==> config.mk <==
export PLATFORM = sky130hd
export DESIGN_NAME = bdq_ctrl
export DESIGN_NICKNAME = d
export VERILOG_FILES = /design/src/sv/bdq_pkg.sv /design/src/sv/bdq_ctrl.sv
export SDC_FILE = /design/constraint.sdc
export NUM_CORES = 1
export LEC_CHECK = 0
export BUFFER_PORTS_ARGS = -buffer_cell sky130_fd_sc_hd__buf_2
export CAP_MARGIN = 0
export CORE_MARGIN = 2
export CORE_UTILIZATION = 49
export CTS_CLUSTER_SIZE = 28
export DETAILED_ROUTE_END_ITERATION = 6
export HOLD_SLACK_MARGIN = 0.15
export MAX_ROUTING_LAYER = met4
export PLACE_DENSITY = 0.88
export SLEW_MARGIN = 25
export SYNTH_ARGS = -nofsm -noshare
export SYNTH_HDL_FRONTEND = slang
export SYNTH_SLANG_ARGS = --single-unit
==> constraint.sdc <==
create_clock -name clk_i -period 3.5 [get_ports clk_i]
set_clock_uncertainty 0.2 [all_clocks]
set_input_delay 0.7 -clock clk_i [delete_from_list [all_inputs] [get_ports clk_i]]
set_output_delay 0.7 -clock clk_i [all_outputs]
set_load 0.01 [all_outputs]
==> src/sv/bdq_pkg.sv <==
// Shared constants, types and helpers for the bounded deque with indexed read.
`timescale 1ns / 1ps

package bdq_pkg;

  // Store geometry.
  localparam int CAPACITY = 256;
  localparam int ELEM_W   = 32;
  localparam int ADDR_W   = (CAPACITY > 1) ? $clog2(CAPACITY) : 1;
  localparam int CNT_W    = $clog2(CAPACITY + 1);
  localparam int SUM_W    = CNT_W + 1;

  // Port field widths.
  localparam int OPCODE_W = 3;
  localparam int DATA_W   = 32;
  localparam int POS_W    = 8;
  localparam int STATUS_W = 2;
  localparam int COUNT_W  = 9;
  localparam int CMP_W    = (CNT_W > POS_W) ? CNT_W : POS_W;

  typedef enum logic [OPCODE_W-1:0] {
    OP_INS_HEAD = 3'd0,
    OP_INS_TAIL = 3'd1,
    OP_REM_HEAD = 3'd2,
    OP_REM_TAIL = 3'd3,
    OP_RD_HEAD  = 3'd4,
    OP_RD_TAIL  = 3'd5,
    OP_RD_POS   = 3'd6
  } opcode_e;

  typedef enum logic [STATUS_W-1:0] {
    ST_OK    = 2'd0,
    ST_FULL  = 2'd1,
    ST_EMPTY = 2'd2,
    ST_RANGE = 2'd3
  } status_e;

  // One access to the element store.
  typedef struct packed {
    logic              we;
    logic              re;
    logic [ADDR_W-1:0] addr;
    logic [ELEM_W-1:0] wdata;
  } mem_req_t;

  // What the result of one operation needs besides the read data.
  typedef struct packed {
    status_e          status;
    logic [CNT_W-1:0] count;
    logic             rd;
  } res_info_t;

  // Store entry of list position off, wrapped around the capacity.
  // The offset is always below CAPACITY, so one subtraction suffices.
  function automatic logic [ADDR_W-1:0] slot_of(logic [ADDR_W-1:0] head,
                                                logic [CNT_W-1:0]  off);
    logic [SUM_W-1:0] sum;
    sum = SUM_W'(head) + SUM_W'(off);
    if (sum >= SUM_W'(CAPACITY)) begin
      sum = sum - SUM_W'(CAPACITY);
    end
    return sum[ADDR_W-1:0];
  endfunction

endpackage

==> src/sv/bdq_ctrl.sv <==
// Head pointer and count registers, operation decode and store addressing.
`timescale 1ns / 1ps

module bdq_ctrl import bdq_pkg::*; (
  input  logic                clk_i,
  input  logic                rst_ni,
  input  logic                fire_i,
  input  logic [OPCODE_W-1:0] opcode_i,
  input  logic [DATA_W-1:0]   element_i,
  input  logic [POS_W-1:0]    position_i,
  output mem_req_t            req_o,
  output res_info_t           info_o
);

  logic [ADDR_W-1:0] head_q, head_d;
  logic [CNT_W-1:0]  count_q, count_d;
  logic [ADDR_W-1:0] head_dec;
  logic              full, empty, pos_ok;
  status_e           status;
  logic              we, re, rd;
  logic [ADDR_W-1:0] addr;

  assign full     = (count_q == CNT_W'(CAPACITY));
  assign empty    = (count_q == '0);
  assign pos_ok   = (CMP_W'(position_i) < CMP_W'(count_q));
  assign head_dec = (head_q == '0) ? ADDR_W'(CAPACITY - 1) : head_q - ADDR_W'(1);

  always_comb begin
    head_d  = head_q;
    count_d = count_q;
    status  = ST_OK;
    we      = 1'b0;
    re      = 1'b0;
    rd      = 1'b0;
    addr    = head_q;
    unique case (opcode_e'(opcode_i))
      OP_INS_HEAD: begin
        if (full) begin
          status = ST_FULL;
        end else begin
          we      = 1'b1;
          addr    = head_dec;
          head_d  = head_dec;
          count_d = count_q + CNT_W'(1);
        end
      end
      OP_INS_TAIL: begin
        if (full) begin
          status = ST_FULL;
        end else begin
          we      = 1'b1;
          addr    = slot_of(head_q, count_q);
          count_d = count_q + CNT_W'(1);
        end
      end
      OP_REM_HEAD: begin
        if (empty) begin
          status = ST_EMPTY;
        end else begin
          head_d  = slot_of(head_q, CNT_W'(1));
          count_d = count_q - CNT_W'(1);
        end
      end
      OP_REM_TAIL: begin
        if (empty) begin
          status = ST_EMPTY;
        end else begin
          count_d = count_q - CNT_W'(1);
        end
      end
      OP_RD_HEAD: begin
        if (empty) begin
          status = ST_EMPTY;
        end else begin
          re = 1'b1;
          rd = 1'b1;
        end
      end
      OP_RD_TAIL: begin
        if (empty) begin
          status = ST_EMPTY;
        end else begin
          re   = 1'b1;
          rd   = 1'b1;
          addr = slot_of(head_q, count_q - CNT_W'(1));
        end
      end
      OP_RD_POS: begin
        if (!pos_ok) begin
          status = ST_RANGE;
        end else begin
          re   = 1'b1;
          rd   = 1'b1;
          addr = slot_of(head_q, CNT_W'(position_i));
        end
      end
      default: begin
        // The unused opcode is a no-operation.
      end
    endcase
  end

  assign req_o.we    = fire_i && we;
  assign req_o.re    = fire_i && re;
  assign req_o.addr  = addr;
  assign req_o.wdata = ELEM_W'(element_i);

  assign info_o.status = status;
  assign info_o.count  = count_d;
  assign info_o.rd     = rd;

  always_ff @(posedge clk_i or negedge rst_ni) begin
    if (!rst_ni) begin
      head_q  <= '0;
      count_q <= '0;
    end else if (fire_i) begin
      head_q  <= head_d;
      count_q <= count_d;
    end
  end

  a_count_bound : assert property (@(posedge clk_i) disable iff (!rst_ni)
    count_q <= CNT_W'(CAPACITY))
    else $error("element count exceeds capacity");

  a_one_access : assert property (@(posedge clk_i) disable iff (!rst_ni)
    !(req_o.we && req_o.re))
    else $error("store read and write in the same cycle");

  a_full_hold : assert property (@(posedge clk_i) disable iff (!rst_ni)
    fire_i && full && (opcode_i == OP_INS_HEAD || opcode_i == OP_INS_TAIL)
    |=> $stable(count_q) && $stable(head_q))
    else $error("insert into a full list changed the state");

  a_rem_tail : assert property (@(posedge clk_i) disable iff (!rst_ni)
    fire_i && !empty && opcode_i == OP_REM_TAIL
    |=> count_q == $past(count_q) - CNT_W'(1) && $stable(head_q))
    else $error("remove tail did not shrink the list by one");

endmodule

---- After elaboration in Yosys (flattened, before gate mapping) ----
Cells that the tools add are included.
cells by class
  $add $sub $neg .......................... 11
  muxes and demuxes ....................... 24
  equality and inequality tests ........... 8
  magnitude comparators ................... 5
  reduce and logical (&&, ||, !) cells .... 11
operators with widths
  kind                                                                 number
  2-to-1 mux 8 bit                                                     10
  subtractor 8 x 1 -> 8 bit (second input constant)                    5
  case mux 8 bit (4 select lines)                                      1
  adder 8 x 9 -> 10 bit                                                2
  greater-or-equal comparator 10 x 9 -> 1 bit (second input constant)  2
  greater-or-equal comparator 9 bit (second input constant)            2
  2-to-1 mux 9 bit                                                     2
  case mux 9 bit (2 select lines)                                      1
  case mux 8 bit (2 select lines)                                      1
  adder 8 x 1 -> 9 bit (second input constant)                         1
  adder 8 x 8 -> 9 bit                                                 1
  adder 9 x 1 -> 9 bit (second input constant)                         1
  == test 3 bit (second input constant)                                3
  == test 9 bit (second input constant)                                1
  zero test 9 bit                                                      1
  less-than comparator 8 x 9 -> 1 bit                                  1
  subtractor 9 x 1 -> 9 bit (second input constant)                    1
  zero test 8 bit                                                      1
  == test 3 x 2 -> 1 bit (second input constant)                       2
  case mux 2 bit (3 select lines)                                      1
  OR reduction 2 bit                                                   3
  2-to-1 mux 1 bit                                                     5
  2-to-1 mux 2 bit                                                     2
  OR reduction 4 bit                                                   1
  other kinds (7)                                                      8
word-level totals
  logic and storage cells ................. 61
  flip-flop bits (word level) ............. 17

---- Logic depth before layout (Yosys ltp) ----
  word-level depth ........................ 6
  mapped depth ............................ 14
  mapped depth without buffers ............ 13

---- Worst setup path before layout ----
Ideal clock, no wire load.
  path type ............................... reg2out
  from .................................... register count_q[1]
  to ...................................... output port req_o[39] in the netlist's numbering
  cell stages (with the launch flop) ...... 15
  setup slack ............................. -0.359 ns
  data required time ...................... 2.600 ns
  data arrival time ....................... 2.959 ns
  cell sequence ........................... dfrtp_1 -> inv_1 -> ha_1 -> and3_1 -> clkbuf_1 -> nand3_1 -> xnor2_1 -> ha_1 -> a21o_1 -> a31o_2 -> a21oi_1 -> xor2_1 -> mux2i_1 -> o22a_1 -> a31oi_1
RTL lines
  item                    RTL line         RTL
  start, declared         bdq_ctrl.sv:16   logic [CNT_W-1:0] count_q, count_d;
  start signal, assigned  bdq_ctrl.sv:118  count_q <= count_d;
  end, declared           bdq_ctrl.sv:11   output mem_req_t req_o,

==> out/metrics.yaml <==
netlist_instances: 467
total_power_mw: 4.010
antenna_cells: 0
multi_input_area_mm2: 0.002907
synth_edf_count: 0
ioPinCount: 100
placed_cells: 596
drt_wl_total_um: 13940
rows: 30
path_max_fanout: 13
start_kind: "flop"
fill_cells: 538
outcome: "finished, violations left"
clock_path_buffers: 2
critPathKind: "flop to primary output"
grt.overflow.total: 0
yosys-top-cells-count: "a21oi_1, nor2_1, nand2_1"
netlist_top_cells_area: "ha_1, dfrtp_1, buf_4"
synth_most_common_cell: "a21oi_1"
postSynthAreaPerCell_um2: 7.446
h-tree-depth: 1
cts_hold_buffers: 0
numCtsBuffers: 3
synth_top_area_share_pct: 12.59
gp_congestion: 1.070
die_h_um: 88.24
pwr-share-comb_pct: 84.0
drt-wirelength-per-cell_um: 22.48
switching_share_pct: 51.60
cts_root_buffer: "clkbuf_8"
crit_path_end_kind: "primary output"
area_delta_synth_final_pct: 25.94
grt_first_pass_wirelength_um: 19650
synth_cell_types: 70
p_leak_nw: 1.901
antenna_found_initial: 0
synth_seq_cells: 17
switching_power_mw: 2.069
synth-warning-count: 0
finalCriticalPeriod_ns: 4.016
worstMarginPinSlew_ns: 0.6629
syn-num-nets: 551
worstPathArrival_ns: 3.12
ant_nets: 0
rsz0062_at_grt: "true"
drv_cap: 0
regArea_um2: 429.2
firstDrtPassIters: 7
timing.fmax_ghz: 0.2490
pre_cts_ws_ns: -0.1865
cts_tree: "yes"
synth_area_mm2: 0.003477
final_max_slew_viol_count: 0
insertion_delay_ns: 0.27
cts.reportedPaths.clkPinSlew_ns: 0.08
fin_crit_sh_pct: 114.7
pwr-share-clk_pct: 4.1
worstHoldPathType: "input pin to asynchronous set/reset pin"
core_area_mm2: 0.006832
setup_viol: 8
synth_ff_type: "dfrtp_1"
p_int_mw: 1.941
die-area_mm2: 0.007786
drt-initial-drc-count: 689
final.setup.tns_ns: -1.965
max-slew-margin-rel_pct: 55.46
violations: "design-rule violations, negative setup slack"
initial_core_util_pct: 50.90
die_width_um: 88.24
drive_above_1_share_pct: 36.07
drc_errors: 39
yosysSeqAreaShare_pct: 12.23
grt_max_degree: 25
seqPwrFrac_pct: 11.9
peakVddDrop_uv: 360.6
vias: 4364
port_buffers: 35
stdcell_count: 620
cts.sinks: 17
viasPerCell: 7.039
hpwl_um: 8681
track_usage_pct: 32.74
fin_nets: 609
critPathRequiredTime_ns: 2.60
setup_ws_ns: -0.5158
yosysTopAreaCell: "ha_1"
async_flop_share_pct: 100.0
grt_pass1_vias: 3924
power-per-cell-area_mw_per_mm2: 915.7
hold_violations: 0
flip-flops by register name, indices dropped and copies added, names as in the netlist:
| register | cells |
|---|---|
| head_q | 8 |
| count_q | 9 |
cell families after synthesis:
| logic type | synth area share (%) |
|---|---|
| AO/OA/AOI/OAI | 31.06 |
| AND/OR/NAND/NOR | 19.65 |
| buffers and inverters | 13.53 |
| adder cells (fa/ha/maj) | 14.32 |
| XOR/XNOR | 7.053 |
| flip-flops | 12.23 |
| multiplexers | 2.159 |
worst max-delay path: stages, from the launching register on:
cell	delay [ns]
dfrtp_1	0.62
ha_1	0.43
o211ai_1	0.08
o21ai_0	0.30
o21ai_0	0.16
a41oi_1	0.42
a21oi_1	0.19
a31oi_1	0.34
a31oi_2	0.15
buf_2	0.16
final timing paths:
path	from	to	slack (ns)	cells after the start
max	head_q[3]$_DFFE_PN0P_	req_o[39]	-0.52	9
min	rst_ni	head_q[4]$_DFFE_PN0P_	0.17	1
max reg2reg	count_q[1]$_DFFE_PN0P_	head_q[1]$_DFFE_PN0P_	0.74	11
min reg2reg	count_q[2]$_DFFE_PN0P_	count_q[2]$_DFFE_PN0P_	0.50	2
max in group asynchronous	rst_ni	count_q[1]$_DFFE_PN0P_	2.57	1
min in group clk_i	count_q[2]$_DFFE_PN0P_	count_q[2]$_DFFE_PN0P_	0.50	2
power by group through the flow:
stage / combinational [mW] / clock [mW] / sequential, mW
final: 3.37 / 0.164 / 0.477
after global routing: 3.54 / 0.175 / 0.479
after CTS: 2.86 / 0.159 / 0.450
after detailed placement: 2.52 / 0 / 0.453
after global placement: 2.41 / 0 / 0.445
after floorplan: 1.77 / 0 / 0.379
final cells by class:
| class | instances | share of cell area [%] |
|---|---|---|
| tap | 96 | 2.743 |
| timing repair buffer | 113 | 18.63 |
| clock buffer | 4 | 1.029 |
| multi-input combinational | 374 | 66.37 |
| inverter | 16 | 1.429 |
| sequential | 17 | 9.800 |
repair_timing:
| item | CTS | global route |
|---|---|---|
| gates resized for setup | 35 | 35 |
| pin swaps | 17 | 13 |
| endpoints found under the setup margin | 10 | 12 |
| setup buffers | 10 | 11 |
| gates cloned | 0 | 0 |
cell usage in the layout (no fill, tap or decap), types with 3 or more instances in the layout:
cell      synthesis  layout
a21boi_0          4       3
a21o_1           10      10
a21oi_1          44      38
a21oi_2           0       5
a22oi_1           3       3
a31o_2            3       3
a31oi_1           9       7
a32oi_1           4       4
buf_2             4      35
buf_4            34      68
buf_6             3       8
clkbuf_8          3       3
dfrtp_1          17      14
dfrtp_2           0       3
ha_1             35      26
ha_4              0       9
inv_1            16      10
inv_2             0       5
mux2_2            4       4
mux2i_1           3       3
nand2_1          38      35
nand2_2           1       3
nand3_1          15      12
nand3_2           1       3
nor2_1           40      39
nor2b_1           5       3
nor3_1           10       9
o211ai_1          7       7
o21ai_0          34      29
o21ai_1           4       6
o21ai_2           1       3
o22a_1            3       3
o22ai_1           8       7
o31ai_1           8       8
xnor2_1          17      15
xor2_1           11      11
stage by stage:
step	utilization, %	hold WS [ns]	instance area [um2]
final	64.10	0.1700	4379
after global routing	64.10	0.1888	4379
after detailed placement	56.34	0.4528	3849
after CTS	60.59	0.1847	4139
after floorplan	-	0.2044	3517
after global placement	56.34	0.4440	3849
layer usage:
| metal | GRT usage [%] | vias to the layer above | wire length [um] |
|---|---|---|---|
| met2 | 50.58 | 438 | 5964 |
| met3 | 5.037 | 181 | 1804 |
| met1 | 39.78 | 1941 | 4840 |
| met5 | - | - | 0 |
| li1 | - | 1804 | - |
| met4 | 20.66 | 0 | 1330 |
(Power assumes the default switching activity.)
